`config.mk`:
```
export PLATFORM = sky130hd
export DESIGN_NAME = dhpc_ctrl
export DESIGN_NICKNAME = d
export VERILOG_FILES = /design/src/draw_histogram_pair_counter_unit_defines.svh /design/src/dhpc_pkg.sv /design/src/dhpc_ctrl.sv
export SDC_FILE = /design/constraint.sdc
export NUM_CORES = 1
export LEC_CHECK = 0
export ABC_AREA = 1
export BUFFER_PORTS_ARGS = -buffer_cell sky130_fd_sc_hd__buf_2
export CAP_MARGIN = 5
export CELL_PAD_IN_SITES_DETAIL_PLACEMENT = 1
export CELL_PAD_IN_SITES_GLOBAL_PLACEMENT = 2
export CORE_MARGIN = 2
export CORE_UTILIZATION = 17
export CTS_CLUSTER_DIAMETER = 30
export DETAILED_ROUTE_END_ITERATION = 12
export PLACE_DENSITY = 0.75
export SLEW_MARGIN = 20
export SYNTH_ARGS = -nofsm -noshare
export SYNTH_HDL_FRONTEND = slang
export SYNTH_SLANG_ARGS = --single-unit
```
`constraint.sdc`:
```
create_clock -name clk -period 0.9 [get_ports clk]
set_input_delay 0 -clock clk [delete_from_list [all_inputs] [get_ports clk]]
set_output_delay 0 -clock clk [all_outputs]
set_load 0.03 [all_outputs]
```
`src/draw_histogram_pair_counter_unit_defines.svh`:
```
// Assertion macros used by the draw histogram datapath.
`ifndef DRAW_HISTOGRAM_PAIR_COUNTER_UNIT_DEFINES_SVH
`define DRAW_HISTOGRAM_PAIR_COUNTER_UNIT_DEFINES_SVH

// Same-cycle implication, checked on every rising edge outside reset.
`define DHPC_ASSERT_IMP(name, clk, rst, ante, cons, msg) \
  name: assert property (@(posedge clk) disable iff (rst) (ante) |-> (cons)) \
    else $error(msg);

// Next-cycle implication, checked on every rising edge outside reset.
`define DHPC_ASSERT_NEXT(name, clk, rst, ante, cons, msg) \
  name: assert property (@(posedge clk) disable iff (rst) (ante) |=> (cons)) \
    else $error(msg);

`endif

```
`src/dhpc_pkg.sv`:
```
package dhpc_pkg;

  // Field and store geometry.
  localparam int VAL_W      = 6;
  localparam int SLOTS      = 2 ** VAL_W;
  localparam int PAIR_AW    = 2 * VAL_W;
  localparam int PAIR_DEPTH = 2 ** PAIR_AW;
  localparam int OUT_W      = 16;
  localparam int MAX_PICK   = 6;
  localparam int IDX_W      = 3;

  // Default configuration.
  localparam int POOL_DEF       = 60;
  localparam int PICK_DEF       = 6;
  localparam int COUNT_BITS_DEF = 16;

  // Operation codes.
  typedef logic [1:0] func_t;
  localparam func_t FN_ADD       = 2'd0;
  localparam func_t FN_READ_VAL  = 2'd1;
  localparam func_t FN_READ_PAIR = 2'd2;
  localparam func_t FN_CLEAR     = 2'd3;

  // Commands from the controller to the datapath.
  typedef struct packed {
    logic take;
    logic iter_init;
    logic add_step;
    logic total_inc;
    logic read_issue;
    logic clear_state;
    logic sweep;
    logic load_result;
  } cmd_t;

  // Status from the datapath to the controller.
  typedef struct packed {
    func_t func;
    logic  req_valid;
    logic  item_bad;
    logic  iter_last;
    logic  sweep_last;
    logic  out_busy;
  } sta_t;

endpackage

```
`src/dhpc_ctrl.sv`:
```
module dhpc_ctrl import dhpc_pkg::*; (
  input  logic clk,
  input  logic rst,
  input  sta_t sta,
  output cmd_t cmd
);

  localparam logic [2:0] S_SWEEP = 3'd0;
  localparam logic [2:0] S_IDLE  = 3'd1;
  localparam logic [2:0] S_CHECK = 3'd2;
  localparam logic [2:0] S_ADD   = 3'd3;
  localparam logic [2:0] S_DRAIN = 3'd4;
  localparam logic [2:0] S_RESP  = 3'd5;

  logic [2:0] state;
  logic [2:0] state_next;

  // Next state and command decode.
  always_comb begin
    cmd        = '0;
    state_next = state;
    unique case (state)
      S_SWEEP: begin
        cmd.sweep = 1'b1;
        if (sta.sweep_last) begin
          state_next = S_IDLE;
        end
      end
      S_IDLE: begin
        cmd.take = 1'b1;
        if (sta.req_valid) begin
          state_next = S_CHECK;
        end
      end
      S_CHECK: begin
        if (sta.item_bad) begin
          state_next = S_RESP;
        end else begin
          unique case (sta.func) inside
            FN_ADD: begin
              cmd.iter_init = 1'b1;
              state_next    = S_ADD;
            end
            FN_READ_VAL, FN_READ_PAIR: begin
              cmd.read_issue = 1'b1;
              state_next     = S_RESP;
            end
            FN_CLEAR: begin
              cmd.clear_state = 1'b1;
              state_next      = S_RESP;
            end
          endcase
        end
      end
      S_ADD: begin
        cmd.add_step = 1'b1;
        if (sta.iter_last) begin
          state_next = S_DRAIN;
        end
      end
      S_DRAIN: begin
        cmd.total_inc = 1'b1;
        state_next    = S_RESP;
      end
      S_RESP: begin
        if (!sta.out_busy) begin
          cmd.load_result = 1'b1;
          state_next      = (sta.func == FN_CLEAR) ? S_SWEEP : S_IDLE;
        end
      end
      default: begin
        state_next = S_IDLE;
      end
    endcase
  end

  // State register; reset starts with a sweep of the pair memory.
  always_ff @(posedge clk) begin
    if (rst) begin
      state <= S_SWEEP;
    end else begin
      state <= state_next;
    end
  end

endmodule

```
# Yosys cells after proc, flatten, opt, wreduce, memory -nomap -nowiden
# Index checks and enable logic that the tools add are counted.
[word_totals]
input_bits = 9
regBits = 3
[op_classes]
n_reduce_logical = 5
n_mux = 21
eq_ne = 12
[ops]
columns = ["cell", "n"]
rows = [
  ["$pmux W3 S6", 1],
  ["$mux W3", 5],
  ["$mux W1", 12],
  ["$ne A2 B2 Y1 const B", 4],
  ["$eq A3 B2 Y1 const B", 2],
  ["$eq A3 B3 Y1 const B", 2],
  ["$pmux W3 S2", 1],
  ["$eq A2 B2 Y1 const B", 2],
  ["$mux W2", 2],
  ["$reduce_and A4 Y1", 1],
  ["$eq A3 B1 Y1 const B", 1],
  ["$logic_not A3 Y1", 1],
  ["$reduce_or A3 Y1", 1],
  ["$eq A2 B1 Y1 const B", 1],
  ["$logic_not A2 Y1", 1],
  ["$reduce_or A2 Y1", 1],
]

# Longest topological paths before layout
[depth]
depth_word = 5
mapped_depth = 8
ltp_nobuf = 8

# Worst setup path after synthesis
# No wires, ideal clock.
[synth_path]
path_type = "reg2out"
start = "register state[0]"
end = "output port cmd[0] (netlist bit)"
stages_incl_launch_ff = 5
path_slack_ps = -357
path_buffers = 0
t_arrival_ps = 1257
cell_sequence = "dfxtp_1 inv_1 nor2_2 inv_1 nor3_1"
[synth_lines]
columns = ["item", "line", "rtl"]
rows = [
  ["from (decl)", "dhpc_ctrl.sv:15", "logic [2:0] state;"],
  ["from (signal assigned)", "dhpc_ctrl.sv:82", "state <= state_next;"],
  ["to (decl)", "dhpc_ctrl.sv:5", "output cmd_t cmd"],
]

==> metrics.md <==
| Metric | Value |
|---|---|
| Outcome | `finished with violations` |
| Violated checks | `negative setup slack` |
| Post-DP HPWL | `925 um` |
| Synth area leaders | `dfxtp_1 18%, inv_1 16%, nor2_1 10%` |
| Syn Nets | `69` |
| H-tree levels | `1` |
| PwrDens | `3000 nW/um^2` |
| Top cell type's share of synthesized area | `0.178` |
| CP max stage cell | `dfxtp_4` |
| Post-Synthesis Cells | `58` |
| Rows | `16` |
| DRC viols | `0` |
| Cell taking the most area after synthesis | `dfxtp_1` |
| Clk sinks | `3` |
| Setup TNS | `-2.40 ns` |
| Worst setup EP type | `output pin` |
| Slew HR | `0.878` |
| FF-to-FF Start | `state[0]` |
| Setup slack, reg-to-reg | `-0.25 ns` |
| Hold Vio Cnt, Final | `0` |
| Register area share after synthesis | `0.178` |
| Slew Viols, Final | `0` |
| Iter 0 DRT Violations | `6` |
| Die Height | `48.6 um` |
| Vias in the first global route | `517` |
| Antenna violations before repair | `0` |
| # fillers | `261` |
| Die area | `2360 um^2` |
| RSZ-0062 raised after global routing | `true` |
| Cts bufs inserted | `3` |
| Drt first pass iters | `2` |
| Clock Tree Buf Depth | `2` |
| Clock-pin slew on the worst setup and hold paths | `0.04 ns` |
| Max VDD drop | `0.000977 V` |
| Post-Syn Area | `338 um^2` |
| DIE WIDTH | `48.6 um` |
| Largest register FFs | `3` |
| Hold Path Cell Cnt | `4` |
| Synthesized area per cell | `5.82 um^2` |
| GRT met3 Usage | `0.0247` |
| Crit-path max cell delay | `0.40 ns` |
| Skew final | `0.00403 ns` |
| Hold EP | `state[1]` |
| Worst Hold Class | `input pin to register` |
| CP most frequent cell | `nor2_4` |
| Vias | `478` |
| Largest net degree at the start of global routing | `7` |
| Core Region | `1920 um^2` |
| DR WL/cell | `10.8 um` |
| Ys Warns | `0` |
| Met1 usage | `0.137` |
| Reg2Reg Depth | `8` |
| Global route hottest layer | `met2` |
| Tmin final | `1.16 ns` |
| Kind of critical path | `register to output pin` |
| Overflow after GRT | `0` |
| Regs by FF count | `state (3)` |
| Pwr Total | `2.20 mW` |
| Yosys reg bits | `3` |
| Top delay family on crit path | `flip-flops` |
| Final setup violation count | `11` |
| Area grow syn2layout | `117%` |
| Design area | `733 um^2` |
| Root Driver | `clkbuf_4` |
| Clock Latency Late Sink | `0.24 ns` |
| # IOs | `17` |
| Routed Antenna Nets | `0` |
| Worst Setup Start Kind | `register` |
| Port bufs | `16` |
| Critical-path cell list | `inv_4, nor2_4, nand2_4, nor2_4, buf_6` |
| Layout cells sized above 1 | `0.667` |
| Worst-path maximum fanout | `4` |
| Gr usage total | `0.127` |
| FMAX | `859 MHz` |
| # nets final | `102` |
| Register bank with the most flops | `state` |
| Placed Area | `542 um^2` |
| Hold path startpoint | `sta[2]` |
| First-pass GRT wire length | `2240 um` |
| Part of the cycle the worst path needs | `1.29` |
| Buffers & Inverters on Critical Path | `2` |
| Post-Route WL | `1270 um` |
| CP required | `0.90 ns` |
| Vias/cell | `4.09` |
| R2R Path End | `state[2]` |
| Distinct cells, synth | `16` |
| Measured slew at the worst slew-check pin | `0.183 ns` |
| Worst EP arrival | `1.16 ns` |
| M2 GR Usage | `0.206` |
| Maxcap violations | `0` |
| Pleak | `0.382 nW` |
| Antenna cell count | `0` |
| Gpl congestion | `0.741` |
| CTS tree | `built` |
| Initial Util | `0.176` |
| Worst setup margin | `-0.264 ns` |
[power by group]
part	total (mW)	internal [mW]	switching, mW	leakage [nW]
Clock	0.254	0.167	0.0870	0.0150
Sequential	0.336	0.211	0.125	0.0264
Combinational	1.61	0.754	0.853	0.341
Total	2.20	1.13	1.06	0.382
[layer usage]
metal	vias to the layer above	share of wire	wire [um]
met5	-	0	0
met4	0	0.038	48
met3	6	0.042	53
met2	16	0.51	643
met1	214	0.41	522
li1	242	-	-
[worst max path at each step]
| stage | startpoint | end | slack, ns | depth (start not counted) |
|---|---|---|---|---|
| CTS | state[2] | cmd[3] | -0.25 | 5 |
| floorplan | state[1] | state[2] | -0.16 | 7 |
| global route | state[0] | cmd[0] | -0.35 | 5 |
| detailed placement | state[2] | state[2] | -0.26 | 8 |
| global placement | state[2] | state[2] | -0.24 | 8 |
| finish | state[1] | cmd[3] | -0.26 | 5 |
[layout make-up]
cell class / instances / area, um^2 / share of cell area
Inverter: 16 / 67.6 / 0.0922
Tap cell: 27 / 33.8 / 0.0461
Timing Repair Buffer: 29 / 238 / 0.324
Multi-Input combinational cell: 38 / 299 / 0.408
Sequential cell: 3 / 68.8 / 0.0939
Clock buffer: 4 / 26.3 / 0.0358
[through the flow]
stage,hold WS (ns),util,worst slack (ns),instances
after floorplan,0.0617,-,-0.160,58
after global placement,0.187,0.282,-0.235,108
after detailed placement,0.179,0.282,-0.255,108
after CTS,0.0613,0.375,-0.250,116
after global routing,0.0858,0.382,-0.351,117
final,0.0669,0.382,-0.264,117
[cell usage in the layout (no fill, tap or decap)]
cell           netlist  layout
buf_6                0      10
dfxtp_4              0       2
dlygate4sd3_1        0       1
o22ai_1              1       1
a21oi_1              3       2
clkbuf_4             0       3
ha_1                 2       2
inv_1               14      10
buf_2                0       8
nor3_1               2       1
nand2_2              4       3
dfxtp_2              0       1
buf_4                1      10
inv_2                2       3
nor2_1               9       5
nand2_4              0       2
a21oi_2              0       1
nand2_1              6       5
nand3_1              4       1
nand3_4              0       1
nor2_4               1       8
nor2_2               4       1
nor3_2               0       1
inv_4                0       3
clkbuf_1             0       1
nand3_2              1       3
nand4_1              1       1
[Yosys cell counts (all sizes together)]
master	number
inv	16
nor2	14
nand2	10
nand3	5
a21oi	3
dfxtp	3
ha	2
nor3	2
buf	1
nand4	1
o22ai	1
[what timing repair did]
action,4_1_cts,5_1_grt
endpoints found under the hold margin,1,0
resized for setup,38,1
endpoints found under the setup margin,11,11
hold buffers,1,0
pin swaps,4,4
buffers inserted,3,1
[worst register-to-register path, stage by stage (launching register included)]
cell and delay [ns]:
dfxtp_4 0.41, buf_4 0.14, nand2_4 0.05, nor2_4 0.10, nand2_2 0.07, nand2_2 0.09, nor2_4 0.04, nor2_1 0.08
nor2_1 0.05
[cell families after synthesis]
kind of cell    Yosys count  share of synthesized area
simple gates             32                      0.485
buf+inv                  17                      0.200
flops                     3                      0.178
compound gates            4                     0.0630
fa+ha+maj                 2                     0.0741
Power figures use the tool's default switching activity.
